## src/rtl/core/csb_pkg.sv

```systemverilog
// Shared types, constants and operation codes for the counting semaphore bank.
// No dependencies; every other file in rtl/core except csb_ram imports this package.
`timescale 1ns / 1ps

package csb_pkg;

    localparam int SLOTS      = 64;
    localparam int COUNT_BITS = 16;
    localparam int IDX_W      = $clog2(SLOTS);
    localparam int ID_W       = 8;
    localparam int FIELD_W    = 16;
    localparam int NEW_ID_W   = 7;
    localparam int ENTRY_W    = 2 * COUNT_BITS;

    typedef enum logic [1:0] {
        FUNC_CREATE = 2'd0,
        FUNC_WAIT   = 2'd1,
        FUNC_SIGNAL = 2'd2,
        FUNC_DELETE = 2'd3
    } t_func;

    typedef enum logic [1:0] {
        ST_OK     = 2'd0,
        ST_BAD_ID = 2'd1,
        ST_FULL   = 2'd2
    } t_status;

    typedef logic [COUNT_BITS-1:0] t_count;
    typedef logic [IDX_W-1:0]      t_idx;

    // accepted command held for the execute stage
    typedef struct packed {
        logic            valid;
        t_func           func;
        logic [ID_W-1:0] id;
        t_count          init;
        t_count          ceil;
    } t_item;

    // slot entry write, also kept as a registered copy for forwarding
    typedef struct packed {
        logic   wr;
        t_idx   idx;
        t_count ceil;
        t_count count;
    } t_wr;

    // valid-bit update
    typedef struct packed {
        logic set_en;
        logic clr_en;
        t_idx idx;
    } t_slot_upd;

endpackage

```

## src/rtl/core/csb_ram.sv

```systemverilog
// Generic single-write, single-read RAM with registered read data.
// Standalone; no package dependency.
`timescale 1ns / 1ps

module csb_ram #(
    parameter int WIDTH = 32,
    parameter int DEPTH = 64
) (
    input  logic                     i_clk,
    input  logic                     i_we,
    input  logic [$clog2(DEPTH)-1:0] i_waddr,
    input  logic [WIDTH-1:0]         i_wdata,
    input  logic                     i_re,
    input  logic [$clog2(DEPTH)-1:0] i_raddr,
    output logic [WIDTH-1:0]         o_rdata
);

    logic [WIDTH-1:0] r_mem [DEPTH];
    logic [WIDTH-1:0] r_rdata;

    always_ff @(posedge i_clk) begin
        if (i_we) begin
            r_mem[i_waddr] <= i_wdata;
        end
        if (i_re) begin
            r_rdata <= r_mem[i_raddr];
        end
    end

    assign o_rdata = r_rdata;

endmodule

```

## src/rtl/core/csb_slot_map.sv

```systemverilog
// Per-slot valid bits, entry-written bits and lowest-free-slot encoder.
// Depends on csb_pkg.
`timescale 1ns / 1ps

module csb_slot_map
    import csb_pkg::*;
(
    input  logic      i_clk,
    input  logic      i_rst_n,
    input  t_slot_upd i_upd,
    input  t_wr       i_wr,
    input  t_idx      i_rd_idx,
    output logic      o_written,
    output logic      o_full,
    output t_idx      o_free_idx
);

    logic [SLOTS-1:0] r_valid;
    logic [SLOTS-1:0] r_written;

    always_ff @(posedge i_clk) begin
        if (!i_rst_n) begin
            r_valid   <= '0;
            r_written <= '0;
        end else begin
            if (i_upd.set_en) begin
                r_valid[i_upd.idx] <= 1'b1;
            end
            if (i_upd.clr_en) begin
                r_valid[i_upd.idx] <= 1'b0;
            end
            if (i_wr.wr) begin
                r_written[i_wr.idx] <= 1'b1;
            end
        end
    end

    // entries never written since reset read as zero
    assign o_written = r_written[i_rd_idx];
    assign o_full    = &r_valid;

    always_comb begin
        o_free_idx = '0;
        for (int i = SLOTS - 1; i >= 0; i--) begin
            if (!r_valid[i]) begin
                o_free_idx = IDX_W'(i);
            end
        end
    end

endmodule

```

## src/rtl/core/csb_op_unit.sv

```systemverilog
// Execute stage: applies one command to its slot, drives the entry write,
// keeps the forwarding copy and registers the result. Depends on csb_pkg.
`timescale 1ns / 1ps

module csb_op_unit
    import csb_pkg::*;
(
    input  logic                i_clk,
    input  logic                i_rst_n,
    input  t_item               i_item,
    input  logic [ENTRY_W-1:0]  i_rdata,
    input  logic                i_written,
    input  logic                i_full,
    input  t_idx                i_free_idx,
    output t_idx                o_idx,
    output t_wr                 o_wr,
    output t_slot_upd           o_upd,
    output logic                o_valid,
    output logic [1:0]          o_status,
    output logic [NEW_ID_W-1:0] o_new_id,
    output logic                o_changed,
    output logic [FIELD_W-1:0]  o_count_after
);

    logic [ID_W-1:0] id_m1;
    logic            in_range;
    t_idx            idx;
    t_count          cur_count;
    t_count          cur_ceil;
    t_wr             r_fwd;
    t_wr             n_wr;
    t_slot_upd       n_upd;
    t_status         n_status;
    logic [NEW_ID_W-1:0] n_new_id;
    logic            n_changed;
    t_count          n_count_after;

    logic                r_valid;
    t_status             r_status;
    logic [NEW_ID_W-1:0] r_new_id;
    logic                r_changed;
    t_count              r_count_after;

    assign id_m1    = i_item.id - ID_W'(1);
    assign idx      = id_m1[IDX_W-1:0];
    assign in_range = (i_item.id != '0) && (i_item.id <= ID_W'(SLOTS));
    assign o_idx    = idx;

    // last write lands on the same edge as this item's read; take it from r_fwd
    always_comb begin
        if (r_fwd.wr && (r_fwd.idx == idx)) begin
            cur_count = r_fwd.count;
            cur_ceil  = r_fwd.ceil;
        end else if (i_written) begin
            cur_count = i_rdata[COUNT_BITS-1:0];
            cur_ceil  = i_rdata[ENTRY_W-1:COUNT_BITS];
        end else begin
            cur_count = '0;
            cur_ceil  = '0;
        end
    end

    always_comb begin
        n_wr          = '0;
        n_wr.idx      = idx;
        n_wr.ceil     = cur_ceil;
        n_wr.count    = cur_count;
        n_upd         = '0;
        n_upd.idx     = idx;
        n_status      = ST_OK;
        n_new_id      = '0;
        n_changed     = 1'b0;
        n_count_after = '0;
        case (i_item.func)
            FUNC_CREATE: begin
                if (i_full) begin
                    n_status = ST_FULL;
                end else begin
                    n_wr.wr       = i_item.valid;
                    n_wr.idx      = i_free_idx;
                    n_wr.count    = i_item.init;
                    n_wr.ceil     = i_item.ceil;
                    n_upd.set_en  = i_item.valid;
                    n_upd.idx     = i_free_idx;
                    n_new_id      = NEW_ID_W'({1'b0, i_free_idx} + (IDX_W + 1)'(1));
                    n_count_after = i_item.init;
                end
            end
            FUNC_WAIT: begin
                if (!in_range) begin
                    n_status = ST_BAD_ID;
                end else if (cur_count != '0) begin
                    n_wr.wr       = i_item.valid;
                    n_wr.count    = cur_count - COUNT_BITS'(1);
                    n_changed     = 1'b1;
                    n_count_after = cur_count - COUNT_BITS'(1);
                end else begin
                    n_count_after = cur_count;
                end
            end
            FUNC_SIGNAL: begin
                if (!in_range) begin
                    n_status = ST_BAD_ID;
                end else if (cur_count < cur_ceil) begin
                    n_wr.wr       = i_item.valid;
                    n_wr.count    = cur_count + COUNT_BITS'(1);
                    n_changed     = 1'b1;
                    n_count_after = cur_count + COUNT_BITS'(1);
                end else begin
                    n_count_after = cur_count;
                end
            end
            FUNC_DELETE: begin
                if (!in_range) begin
                    n_status = ST_BAD_ID;
                end else begin
                    n_upd.clr_en  = i_item.valid;
                    n_count_after = cur_count;
                end
            end
            default: begin
                n_status = ST_OK;
            end
        endcase
    end

    assign o_wr  = n_wr;
    assign o_upd = n_upd;

    always_ff @(posedge i_clk) begin
        if (!i_rst_n) begin
            r_valid  <= 1'b0;
            r_fwd.wr <= 1'b0;
        end else begin
            r_valid  <= i_item.valid;
            r_fwd.wr <= n_wr.wr;
        end
        r_fwd.idx     <= n_wr.idx;
        r_fwd.ceil    <= n_wr.ceil;
        r_fwd.count   <= n_wr.count;
        r_status      <= n_status;
        r_new_id      <= n_new_id;
        r_changed     <= n_changed;
        r_count_after <= n_count_after;
    end

    assign o_valid       = r_valid;
    assign o_status      = r_status;
    assign o_new_id      = r_new_id;
    assign o_changed     = r_changed;
    assign o_count_after = FIELD_W'(r_count_after);

endmodule

```

## src/rtl/core/counting_semaphore_bank.sv

```systemverilog
// Counting semaphore bank, top level.
// Depends on csb_pkg, csb_ram, csb_slot_map, csb_op_unit.
//
// Usage:
//   Command channel: a command (i_func, i_sem_id, i_initial_count, i_max_count)
//   transfers at a rising edge where start is high and busy is low. Commands:
//   create, wait, signal, delete. Every command gives exactly one result.
//   Result channel: o_valid is high for exactly one cycle with o_status,
//   o_new_id, o_changed and o_count_after; the receiver cannot stall it.
//   The command is registered at the transfer edge, the result with its
//   strobe at the execute edge. Throughput: one command per cycle while
//   busy is low. The slot entry memory is read at the command transfer
//   edge and written at the execute edge; a write to the same slot by the
//   previous command is forwarded.
//   Create takes the lowest free slot through a priority encoder over the
//   valid bits.
//   Reset (synchronous, active low) clears all valid bits and entry-written
//   bits (entries not written since reset read as zero), drops any command in
//   flight and holds busy high; busy falls in the cycle after reset is released.
`timescale 1ns / 1ps

module counting_semaphore_bank
    import csb_pkg::*;
(
    input  logic                i_clk,
    input  logic                i_rst_n,
    input  logic                start,
    output logic                busy,
    input  logic [1:0]          i_func,
    input  logic [ID_W-1:0]     i_sem_id,
    input  logic [FIELD_W-1:0]  i_initial_count,
    input  logic [FIELD_W-1:0]  i_max_count,
    output logic                o_valid,
    output logic [1:0]          o_status,
    output logic [NEW_ID_W-1:0] o_new_id,
    output logic                o_changed,
    output logic [FIELD_W-1:0]  o_count_after
);

    logic               r_busy;
    logic               accept;
    t_item              r_item;
    logic [ID_W-1:0]    rd_id_m1;
    logic [ENTRY_W-1:0] rdata;
    logic               written;
    logic               full;
    t_idx               free_idx;
    t_idx               ex_idx;
    t_wr                wr;
    t_slot_upd          upd;

    assign accept   = start && !r_busy;
    assign busy     = r_busy;
    assign rd_id_m1 = i_sem_id - ID_W'(1);

    always_ff @(posedge i_clk) begin
        if (!i_rst_n) begin
            r_busy       <= 1'b1;
            r_item.valid <= 1'b0;
        end else begin
            r_busy       <= 1'b0;
            r_item.valid <= accept;
        end
        if (accept) begin
            r_item.func <= t_func'(i_func);
            r_item.id   <= i_sem_id;
            r_item.init <= i_initial_count[COUNT_BITS-1:0];
            r_item.ceil <= i_max_count[COUNT_BITS-1:0];
        end
    end

    csb_ram #(
        .WIDTH (ENTRY_W),
        .DEPTH (SLOTS)
    ) u_entry_ram (
        .i_clk   (i_clk),
        .i_we    (wr.wr),
        .i_waddr (wr.idx),
        .i_wdata ({wr.ceil, wr.count}),
        .i_re    (accept),
        .i_raddr (rd_id_m1[IDX_W-1:0]),
        .o_rdata (rdata)
    );

    csb_slot_map u_slot_map (
        .i_clk      (i_clk),
        .i_rst_n    (i_rst_n),
        .i_upd      (upd),
        .i_wr       (wr),
        .i_rd_idx   (ex_idx),
        .o_written  (written),
        .o_full     (full),
        .o_free_idx (free_idx)
    );

    csb_op_unit u_op_unit (
        .i_clk         (i_clk),
        .i_rst_n       (i_rst_n),
        .i_item        (r_item),
        .i_rdata       (rdata),
        .i_written     (written),
        .i_full        (full),
        .i_free_idx    (free_idx),
        .o_idx         (ex_idx),
        .o_wr          (wr),
        .o_upd         (upd),
        .o_valid       (o_valid),
        .o_status      (o_status),
        .o_new_id      (o_new_id),
        .o_changed     (o_changed),
        .o_count_after (o_count_after)
    );

endmodule

```

## config.mk

```make
export PLATFORM = sky130hd
export DESIGN_NAME = counting_semaphore_bank
export DESIGN_NICKNAME = d
export VERILOG_FILES = /design/src/rtl/core/csb_pkg.sv /design/src/rtl/core/csb_ram.sv /design/src/rtl/core/csb_slot_map.sv /design/src/rtl/core/csb_op_unit.sv /design/src/rtl/core/counting_semaphore_bank.sv
export SDC_FILE = /design/constraint.sdc
export NUM_CORES = 2
export LEC_CHECK = 0
export BUFFER_PORTS_ARGS = -buffer_cell sky130_fd_sc_hd__buf_4
export CAP_MARGIN = 25
export CORE_MARGIN = 2
export CORE_UTILIZATION = 50
export CTS_CLUSTER_DIAMETER = 30
export CTS_CLUSTER_SIZE = 25
export DETAILED_ROUTE_END_ITERATION = 8
export PLACE_DENSITY_LB_ADDON = 0.05
export SLEW_MARGIN = 20
export SYNTH_ARGS = -nofsm -noshare
export SYNTH_HDL_FRONTEND = slang
export SYNTH_HIERARCHICAL = 1
export SYNTH_SLANG_ARGS = --single-unit
```

## constraint.sdc

```tcl
create_clock -name i_clk -period 11.61 [get_ports i_clk]
set_input_delay 2.322 -clock i_clk [delete_from_list [all_inputs] [get_ports i_clk]]
set_output_delay 2.322 -clock i_clk [all_outputs]
set_load 0.005 [all_outputs]
```

# Yosys cells after proc, flatten, opt, wreduce, memory -nomap -nowiden
# Memories as Yosys holds them, arrays and structs flattened. A register that Yosys moved wholly into a read port is not among the register bits.
# Index checks and enable logic that the tools add are counted.
[totals]
mem_bits_ro = 0
latchBits = 0
reg_bits = 238
input_bits = 45
memories = 1
ram_bits = 2048
out_inout_bits = 28
[mem_list]
columns = ["name", "depth", "width", "rd", "rd_clocked_by_memory_dff", "wr", "line_no", "source"]
rows = [
  ["u_entry_ram.r_mem", 64, 32, 1, 1, 1, "csb_ram.sv:18", "logic [WIDTH-1:0] r_mem [DEPTH];"],
]
[op_classes]
multipliers = 0
order_cmp = 7
reduce_logical = 12
div_mod_pow = 0
n_bitwise = 5
shifts = 0
n_eq_ne = 4
add_sub_neg = 5
n_mux = 111
[ops]
columns = ["operator", "n"]
rows = [
  ["6-bit 2-to-1 mux", 66],
  ["16-bit 2-to-1 mux", 12],
  ["64-bit 2-to-1 mux", 3],
  ["64-bit OR", 2],
  ["64-bit bitwise AND", 1],
  ["64-bit NOT", 1],
  ["16-bit case mux with 4 select lines", 1],
  ["64-bit AND reduction", 1],
  ["16-bit case mux with 3 select lines", 1],
  ["39-bit 2-to-1 mux", 1],
  ["22-bit 2-to-1 mux", 1],
  ["6-bit by 7-bit < comparator with 1-bit output, second input constant", 3],
  ["1-bit 2-to-1 mux", 19],
  ["16-bit by 1-bit adder with 16-bit output, second input constant", 1],
  ["16-bit < comparator", 1],
  ["16-bit nonzero test", 1],
  ["16-bit by 1-bit subtractor with 16-bit output, second input constant", 1],
  ["1-bit demux with 6-bit select", 2],
  ["6-bit by 1-bit >= comparator with 1-bit output, second input constant", 2],
  ["6-bit by 1-bit subtractor with 6-bit output, second input constant", 2],
  ["8-bit by 7-bit <= comparator with 1-bit output, second input constant", 1],
  ["8-bit nonzero test", 1],
  ["6-bit by 1-bit adder with 7-bit output, second input constant", 1],
  ["1-bit binary-select mux with 6-bit select", 1],
  ["13 further kinds", 18],
]

# Longest topological paths before layout
[logic_depth]
ltp_word = 75
depth_mapped = 30
depth_no_buf = 26

# By module
# Netlist, hierarchy kept.
[modules_own_cells]
columns = ["module", "area_per_inst_um2", "seq_area_each_um2", "n_inst", "cells_per_inst"]
rows = [
  ["csb_ram", 78835.6, 62459.9, 1, 3324],
  ["csb_slot_map", 6022.0, 2562.5, 1, 729],
  ["csb_op_unit", 5526.6, 1321.3, 1, 726],
  ["counting_semaphore_bank", 1403.8, 1301.2, 1, 60],
]

# Worst setup path before layout
# No wires, ideal clock.
[synth_path]
path_kind = "reg2reg"
start = "register r_item[32] (netlist bit)"
end = "memory u_entry_ram.r_mem[48][0] (enable)"
setup_ns = 0.461
path_stages_with_launch = 30
path_buffers = 5
arrival_time_ns = 8.238
t_required_ns = 11.149
setup_slack_ns = 2.911
path_cell_list = "edfxtp_1 -> inv_1 -> ha_1 -> inv_1 -> clkbuf_2 -> buf_2 -> mux4_2 -> a22o_1 -> a221oi_1 -> mux4_2 -> inv_1 -> clkbuf_1 -> clkbuf_1 -> clkbuf_1 -> and2_1 -> mux2i_4 -> clkinv_1 -> ha_1 -> nand4_1 -> inv_1 -> a221oi_1 -> nand2_1 -> nor3_1 -> o21ai_2 -> a311oi_1 -> nor2_1 -> nor3b_1 -> nor2b_1 -> nand4b_1 -> nor3_1"
[synth_lines]
columns = ["element", "line_no", "source"]
rows = [
  ["start, declared", "counting_semaphore_bank.sv:42", "t_item r_item;"],
  ["end, declared", "csb_ram.sv:18", ""],
]

==> qor.yml <==
routing:
  drtPass1Iterations: 6
  drt-met1-wl_um: 108000
  post_drt_via_cell_ratio: 6.26
  vias: 50700
  drc_errors: 0
  drtAntennaViolNets: 0
  drt_iter0_drc: 5805
  top_layer: "met5"
  wl_met2_um: 129000
  drt_wl_total_um: 266000
  wl_per_cell_um: 32.9
  route.met3.wl_um: 20300
placement:
  dpl.hpwl_um: 158000
  pre_cts_ws_ps: 1800
  placed_cell_area_sq_um: 96700
  io_buffer_count: 72
  dp.cells: 7188
  gp_congestion: 0.909
clock_tree:
  cts_tree: "built"
  cts-buffers-inserted: 484
  holdBufCountCts: 0
  postCtsSetupBuffers: 0
  cts.clk_slew.worst_paths_ps: 40
  clkLatencyLatePin_ps: 990
  cts_sinks: 2318
  cts_resized: 0
  cts_buffer_depth: 4
  cts_root_buffer: "clkbuf_16"
  htreeDepth: 5
critical_path:
  crit_path_start_kind: "register"
  critical-path-max-stage-delay_ps: 820
  cp_common_cell: "inv_1"
  worstSetupPathType: "register to register"
  cp.arrival_ps: 10540
  endpoint_kind: "register"
  path_cells: "inv_1, ha_1, inv_1, mux4_2, a22o_1, a221oi_1, mux4_2, inv_1, and2_1, mux2i_4, inv_1, ha_1, a21o_1, a21o_1, a221oi_1, nand2_1, nor3_1, o21ai_2, a311oi_1, nor2_1, nor3b_2, nand3_1, nor2_4, buf_4"
  worst-endpoint-required_ps: 12240
  crit_fanout: 25
  slowest_stage: "nand3_1"
cells_and_area:
  design_area_sq_um: 113000
  final_common_cell: "edfxtp_1"
  layout.nets: 5369
  drive_gt1_frac: 0.303
  final_cells: 8105
  layout_common_cells: "edfxtp_1, mux4_2, clkbuf_16"
  utilization: 0.621
  final.fill_count: 12800
  syn_to_final_growth_pct: 23.5
floorplan:
  design.portCount: 73
  initial_utilization: 0.502
  die_h_um: 432
  std_cell_rows: 157
  die_area_sq_um: 187000
  die_w_um: 432
  coreArea_sq_um: 183000
yosys:
  synth_top_family_by_area: "multiplexers"
  syn_avg_cell_area_sq_um: 19.0
  yosys_warnings: 6
  muxShareOfSynthArea: 0.151
  synth_xor_area_frac: 0.00395
  synth_top_area_frac: 0.694
  synth_fa_ha_area_frac: 0.00327
  synth_seq_area_share: 0.737
  ys.flop_type: "edfxtp_1"
  syn_area_sq_um: 91800
  synthSimpleGateAreaFrac: 0.0432
  syn_inst: 4839
  synth.distinct_cells: 101
  synth_edf_count: 2122
  synth_area_leaders: "edfxtp_1, mux4_2, dfxtp_1"
  synth-seq-cells: 2318
  synth_fp_nets: 4908
  synth_compound_area_frac: 0.0459
  synth_area_leader_cell: "edfxtp_1"
  async_flop_share: 0
pwr:
  vdd_drop_max_v: 0.000176
  p_leak_nw: 37.9
  cellPowerDensity_nw_per_um2: 212
timing:
  slew_violations: 0
  min_period_ps: 9910
  fin_worst_skew_ps: 67.9
  max_clock_freq_mhz: 101
  fin_crit_sh: 0.853
  grt_setup_unrepaired: "no"
  worst_slew_pin_slew_ps: 1080
  setup_viol: 0
  slew_headroom: 0.278
  fin_ws_ps: 1700
  fin_setup_tns_ps: 0
  hold_viol: 0
global_route:
  grt_use_total: 0.287
  grt_max_degree: 117
  grt_pass1_vias: 50200
  grt_pass1_wl_um: 377000
  antenna_found_initial: 22
  gr-total-overflow: 0
run_status:
  status: "completed"
min_path:
  hold_path.class: "register to register"
flow_run:
  drv_cap: 0
-- final cells by class --
class	instances	area, sq um	area share
multi-input combinational	2208	23600	0.208
antenna	14	35.0	0.000309
sequential	2318	67600	0.597
clock inverter	339	3850	0.0340
inverter	44	180	0.00159
clock buffer	553	12600	0.111
tap	2385	2980	0.0263
timing repair buffer	244	2500	0.0220
-- cells by family after synthesis --
group / after synthesis
adders and majority gates: 24
DFF: 2318
and+or+nand+nor: 803
muxes: 673
AOI/OAI and AO/OA: 672
xor gates and xnor gates: 36
buffers and inverters: 313
-- synthesized netlist by cell type (58+ instances only) --
master    count
a21oi_1     249
buf_2        64
clkbuf_1    137
dfxtp_1     196
edfxtp_1   2122
mux2i_1     105
mux4_2      548
nand2_1     142
nand3_1      58
nor2_1      298
nor2b_1      81
o21ai_0     100
o22ai_1      92
-- worst paths after layout --
check                                         startpoint                         to  slack [ps]  cells past startpoint
worst max-delay path                          r_item[32]  u_entry_ram/r_mem[29][15]        1700                     24
worst min register to register  u_slot_map/r_written[43]   u_slot_map/r_written[43]         470                      1
worst max register to register                r_item[32]  u_entry_ram/r_mem[29][15]        1700                     24
worst min-delay path            u_slot_map/r_written[43]   u_slot_map/r_written[43]         470                      1
-- per-layer routing --
layer | global-route usage | vias to the layer above
li1 | - | 21000
met2 | 0.456 | 2284
met5 | 0 | -
met4 | 0.103 | 2
met3 | 0.0558 | 466
met1 | 0.398 | 26900
-- worst max-delay path: cells and delay by family, from the launching register on --
kind | cells | cell delay, ps
flip-flops | 1 | 460
buffers and inverters | 5 | 1970
adder cells (fa/ha/maj) | 2 | 740
multiplexers | 3 | 1080
AND/OR/NAND/NOR | 7 | 3220
AO/OA/AOI/OAI | 7 | 2040
-- registers in the layout, indices dropped and copies added (netlist names) --
name / count
u_op_unit/o_changed: 1
r_item: 43
u_op_unit/r_fwd: 39
u_slot_map/r_valid: 64
u_op_unit/o_count_after: 16
u_entry_ram/o_rdata: 32
busy: 1
u_op_unit/o_valid: 1
u_op_unit/o_new_id: 7
u_op_unit/o_status: 2
u_slot_map/r_written: 64
u_entry_ram/r_mem: 2048
-- where the power goes --
part           internal (mW)  total (mW)  switching (mW)
Combinational          0.401        1.19           0.790
Clock                   9.31        13.7            4.38
Sequential              9.13        9.15          0.0198
-- stage by stage --
step,total power [mW],hold WS (ps)
after floorplan,9.96,432
after global placement,10.5,449
after detailed placement,10.5,457
after CTS,24.2,467
after global routing,24.7,492
final,24.0,468
(Power assumes the default switching activity.)
